<file path="src/urd_pkg.sv">
// shared widths and pipeline stage types for the unsigned restoring divider
// no dependencies
package urd_pkg;

  localparam int unsigned FieldW = 32;
  localparam int unsigned Width  = 32;
  localparam int unsigned MaxW   = (Width > FieldW) ? Width : FieldW;
  localparam int unsigned WarmW  = $clog2(Width + 1);

  typedef struct packed {
    logic valid;
    logic dbz;
  } ctrl_t;

  typedef struct packed {
    logic [Width-1:0] num;
    logic [Width-1:0] den;
    logic [Width-1:0] part;
    logic [Width-1:0] quo;
  } data_t;

endpackage

</file>
<file path="src/urd_stage.sv">
// one restoring division step with its pipeline register
// depends on urd_pkg
module urd_stage (
  input  logic          clk_i,
  input  logic          rst_ni,
  input  urd_pkg::ctrl_t ctrl_i,
  input  urd_pkg::data_t data_i,
  output urd_pkg::ctrl_t ctrl_o,
  output urd_pkg::data_t data_o
);

  logic                       top;
  logic [urd_pkg::Width-1:0]  shifted;
  logic [urd_pkg::Width:0]    trial;
  urd_pkg::ctrl_t             ctrl_q;
  urd_pkg::data_t             data_d, data_q;

  assign top     = data_i.part[urd_pkg::Width-1];
  assign shifted = {data_i.part[urd_pkg::Width-2:0], data_i.num[urd_pkg::Width-1]};
  // borrow out of the wide subtract means the trial went negative
  assign trial   = {top, shifted} - {1'b0, data_i.den};

  always_comb begin
    data_d.num = {data_i.num[urd_pkg::Width-2:0], 1'b0};
    data_d.den = data_i.den;
    if (!trial[urd_pkg::Width]) begin
      data_d.part = trial[urd_pkg::Width-1:0];
      data_d.quo  = {data_i.quo[urd_pkg::Width-2:0], 1'b1};
    end else begin
      data_d.part = shifted;
      data_d.quo  = {data_i.quo[urd_pkg::Width-2:0], 1'b0};
    end
  end

  always_ff @(posedge clk_i or negedge rst_ni) begin
    if (!rst_ni) begin
      ctrl_q <= '0;
    end else begin
      ctrl_q <= ctrl_i;
    end
  end

  always_ff @(posedge clk_i) begin
    if (ctrl_i.valid) begin
      data_q <= data_d;
    end
  end

  assign ctrl_o = ctrl_q;
  assign data_o = data_q;

endmodule

</file>
<file path="src/unsigned_restoring_divider.sv">
// unsigned restoring divider, one pipeline stage per quotient bit
// depends on urd_pkg and urd_stage
//
// usage:
//   drive dividend_i and divisor_i with start_i high; the transfer happens at
//   the rising edge where start_i is high and busy_o is low. busy_o is never
//   raised, so a new operand pair can be transferred in every cycle.
//   the result appears on quotient_o, remainder_o and div_by_zero_o for
//   exactly one cycle with done_o high, after the operands have passed
//   through the chain of Width registered step stages.
//   throughput is one division per cycle; results leave in transfer order.
//   a zero divisor gives quotient 0, remainder 0 and div_by_zero_o high.
//   the receiver cannot hold results off, so nothing ever stalls.
//   reset (rst_ni low, asynchronous) clears every stage valid bit; items in
//   flight are dropped and done_o stays low until new transfers arrive.
module unsigned_restoring_divider (
  input  logic                       clk_i,
  input  logic                       rst_ni,
  input  logic                       start_i,
  output logic                       busy_o,
  input  logic [urd_pkg::FieldW-1:0] dividend_i,
  input  logic [urd_pkg::FieldW-1:0] divisor_i,
  output logic                       done_o,
  output logic [urd_pkg::FieldW-1:0] quotient_o,
  output logic [urd_pkg::FieldW-1:0] remainder_o,
  output logic                       div_by_zero_o
);

  logic [urd_pkg::MaxW-1:0]  dividend_ext, divisor_ext, quo_ext, rem_ext;
  urd_pkg::ctrl_t            ctrl [urd_pkg::Width+1];
  urd_pkg::data_t            data [urd_pkg::Width+1];
  urd_pkg::ctrl_t            last_ctrl;
  urd_pkg::data_t            last_data;

  assign busy_o = 1'b0;

  // operand bits above Width are dropped
  assign dividend_ext = urd_pkg::MaxW'(dividend_i);
  assign divisor_ext  = urd_pkg::MaxW'(divisor_i);

  always_comb begin
    ctrl[0].valid = start_i;
    ctrl[0].dbz   = (divisor_ext[urd_pkg::Width-1:0] == '0);
    data[0].num   = dividend_ext[urd_pkg::Width-1:0];
    data[0].den   = divisor_ext[urd_pkg::Width-1:0];
    data[0].part  = '0;
    data[0].quo   = '0;
  end

  for (genvar i = 0; i < urd_pkg::Width; i++) begin : g_stage
    urd_stage u_stage (
      .clk_i  (clk_i),
      .rst_ni (rst_ni),
      .ctrl_i (ctrl[i]),
      .data_i (data[i]),
      .ctrl_o (ctrl[i+1]),
      .data_o (data[i+1])
    );
  end

  assign last_ctrl = ctrl[urd_pkg::Width];
  assign last_data = data[urd_pkg::Width];

  assign quo_ext = urd_pkg::MaxW'(last_data.quo);
  assign rem_ext = urd_pkg::MaxW'(last_data.part);

  assign done_o        = last_ctrl.valid;
  assign div_by_zero_o = last_ctrl.dbz;
  assign quotient_o    = last_ctrl.dbz ? '0 : quo_ext[urd_pkg::FieldW-1:0];
  assign remainder_o   = last_ctrl.dbz ? '0 : rem_ext[urd_pkg::FieldW-1:0];

endmodule

</file>
<file path="config.mk">
export PLATFORM = sky130hd
export DESIGN_NAME = unsigned_restoring_divider
export DESIGN_NICKNAME = d
export VERILOG_FILES = /design/src/urd_pkg.sv /design/src/urd_stage.sv /design/src/unsigned_restoring_divider.sv
export SDC_FILE = /design/constraint.sdc
export NUM_CORES = 2
export LEC_CHECK = 0
export BUFFER_PORTS_ARGS = -buffer_cell sky130_fd_sc_hd__buf_2
export CORE_ASPECT_RATIO = 0.9
export CORE_MARGIN = 4
export CORE_UTILIZATION = 45
export CTS_BUF_LIST = sky130_fd_sc_hd__clkbuf_8 sky130_fd_sc_hd__clkbuf_16
export CTS_CLUSTER_SIZE = 8
export DETAILED_ROUTE_END_ITERATION = 7
export PLACE_DENSITY_LB_ADDON = 0.2
export SYNTH_ARGS = -nofsm -noshare
export SYNTH_HDL_FRONTEND = slang
export SYNTH_HIERARCHICAL = 1
export SYNTH_SLANG_ARGS = --single-unit
export TNS_END_PERCENT = 20
</file>
<file path="constraint.sdc">
create_clock -name clk_i -period 4.2 [get_ports clk_i]
set_clock_uncertainty 0.2 [all_clocks]
set_input_delay 0.42 -clock clk_i [delete_from_list [all_inputs] [get_ports clk_i]]
set_output_delay 0.42 -clock clk_i [all_outputs]
set_load 0.01 [all_outputs]
</file>
==> results.md <==
- Hold Startpoint: divisor_i[14]
- # H-tree levels: 5
- Reg2Reg Setup Slack: 0.09 ns
- Worst Tran Pin Value: about 1.1 ns
- Reg2Reg Launch Point: g_stage[15].u_stage/data_o[41]
- Critical setup path kind: flip-flop to flip-flop
- Worst Path Arrival: 4.57 ns
- Unrepaired setup endpoints after global routing: yes
- Global-route wire length before repair: 710 mm
- # IOs: 134
- Period Utilization, post-route: between 90% and 100%
- Worst skew pair latency: 0.97 ns
- Num CTS Buffers: 430
- Yosys warns: 6
- Sw Ratio: 37.3%
- Pins over their slew limit: 0
- Clock slew at reported path FFs: about 0.05 ns
- CTS tree: built
- Initial Util: between 40% and 50%
- Dpl cell area: 173000 sq um
- Crit path time final: 4.11 ns
- VDD IR-drop max: 0.000476 V
- Final setup TNS: 0 ns
- Post-route ant nets: 0
- Clock group share of total power: around a fifth
- Final Setup Violations: 0
- Fillers: 32055
- Cell internal pwr: 97600 uW
- Total GRT Usage: 24.7%
- Final hold vios: 0
- WHS Endpoint: g_stage[0].u_stage/ctrl_o[0]
- Area growth syn-to-layout: 10.9%
- Routed len/inst: 26.1 microns
- Longest Clk Path Bufs: 4
- Final HPWL DP: 375 mm
- Mapped Area: 168000 sq um
- Hold_ws: 0.0963 ns
- CP startpoint kind: flip-flop
- Via count of the routed design: 106821
- Peak Freq: ~240 MHz
- Grt total ovfl: 0
- DRC errors left: 0
- Largest net degree at the start of global routing: 98
- Critical path origin: g_stage[15].u_stage/data_o[41]
- Status: completed
- GP Congestion: 0.932
- Initial antenna violation count: 27
- Die Area: 384000 sq um
- Leakage power: between 0.07 and 0.08 uW
- Clock sinks: 3104
- Initial drt markers: 9036
- Worst setup margin: 0.0922 ns
- Clock Tree Root: clkbuf_16
- Via/cell ratio: 5.73
- Post-Place Setup Slack: -0.0135 ns
- Layout Nets: 14649
- Core area: 371000 sq um
- Power density over the cells: 835 nW/um^2
- Hold Path Depth: 5
- Vias in the first global route: roughly 110k
- Post-synthesis cell count: 12958
- Die Ht: a little under 600 microns
- Slew HR: 26.1%
- Layout cell share with drive strength beyond 1: between 10% and 20%
- Critical Path Sink Type: flip-flop
- Comb pwr share: 46.4%
- Sequential share of power: 33.6%
- R2R Path End: g_stage[16].u_stage/data_o[63]
- Max-cap viol count: 0
- Cell Rows: approximately 210
- Reg2Reg Depth: 10
- Die W: 653 microns
- Worst Path Required: 4.66 ns
- Router iterations before antenna repair: 6
- P_sw: 58100 uW
- Avg Cell Area, Syn: 13.0 sq um
- Critical-path maximum fanout: 5
- WL final: 487 mm
- Min-Delay Path Class: input pin to flip-flop
- Final Util: 50.2%
- Port bufs: approximately 130
- Post-route cell area: 187000 sq um
==> per-layer routing <==
| layer | vias to the layer above | global-route usage [%] | wire, microns |
|---|---|---|---|
| met3 | 771 | 2.65 | 21700 |
| met1 | 52959 | 32.0 | 205000 |
| met4 | 2 | 10.7 | 23400 |
| met2 | 3132 | 42.0 | 237000 |
| li1 | 49957 | - | - |
| met5 | - | 0 | 9 |
==> metrics by stage <==
stage               power (uW)  cells
detailed placement      124000  17879
CTS                     156000  18598
finish                  156000  18655
floorplan               108000  13026
global route            164000  18649
global placement        124000  17879
==> cell usage in the layout (no fill, tap or decap), types with 120 or more instances in the layout <==
| cell | n |
|---|---|
| edfxtp_1 | 3040 |
| inv_1 | 1226 |
| ha_1 | 1024 |
| a21oi_1 | 786 |
| nand2_1 | 555 |
| mux2_4 | 551 |
| o21ai_0 | 544 |
| a21o_1 | 526 |
| nand3_1 | 454 |
| xnor2_1 | 434 |
| clkbuf_16 | 433 |
| xor2_1 | 402 |
| nor2_1 | 339 |
| o21a_1 | 210 |
| mux2_2 | 202 |
| nor3_1 | 184 |
| a31oi_1 | 183 |
| nand4_1 | 172 |
| nor2b_1 | 144 |
| and3_1 | 138 |
| dlygate4sd3_1 | 130 |
| buf_2 | 130 |
| buf_4 | 120 |
==> how the worst max path moves through the flow <==
| stage | to |
|---|---|
| floorplan | g_stage[21].u_stage/data_o[40] |
| global placement | g_stage[19].u_stage/data_o[55] |
| detailed placement | g_stage[19].u_stage/data_o[53] |
| CTS | g_stage[9].u_stage/data_o[54] |
| global route | g_stage[19].u_stage/data_o[36] |
| finish | g_stage[16].u_stage/data_o[63] |
==> registers in the layout (all words and copies together) (netlist names) <==
name / cells
g_stage.u_stage/ctrl_o: 64
g_stage.u_stage/data_o: 3040
==> critical path, stage by stage, from the launching register on <==
cell	delay [ns]
edfxtp_1	0.47
ha_1	0.43
nand2_1	0.12
or3_1	0.37
a31oi_1	0.38
o2111ai_1	0.23
a21oi_1	0.39
o2111ai_1	0.22
a21oi_1	0.26
nor3_1	0.10
o31ai_1	0.63
==> area by class of cell <==
type	instances	area, sq um	share of cell area [%]
Antenna cell	52	130	0.0698
Clock buffer	433	10800	5.81
Clock inverter	154	1030	0.553
Inverter	1133	4470	2.40
Multi-Input combinational cell	8451	67500	36.2
Sequential cell	3104	93000	49.9
Tap cell	4922	6160	3.30
Timing Repair Buffer	406	3380	1.81
==> what timing repair did <==
action	4_1_cts	5_1_grt
endpoints found under the hold margin	174	0
cloned	0	0
endpoints found under the setup margin	17	167
buffers inserted	1	5
pin swaps	0	10
hold buffers	131	0
resized for setup	0	7
==> power groups by stage <==
stage	logic, uW	registers (uW)	clock network [uW]
after floorplan	60600	47800	0
after global placement	70300	53200	0
after detailed placement	70800	53000	0
after CTS	71400	52500	32200
after global routing	78100	52700	33600
final	72200	52200	31200
Power figures use the tool's default switching activity.
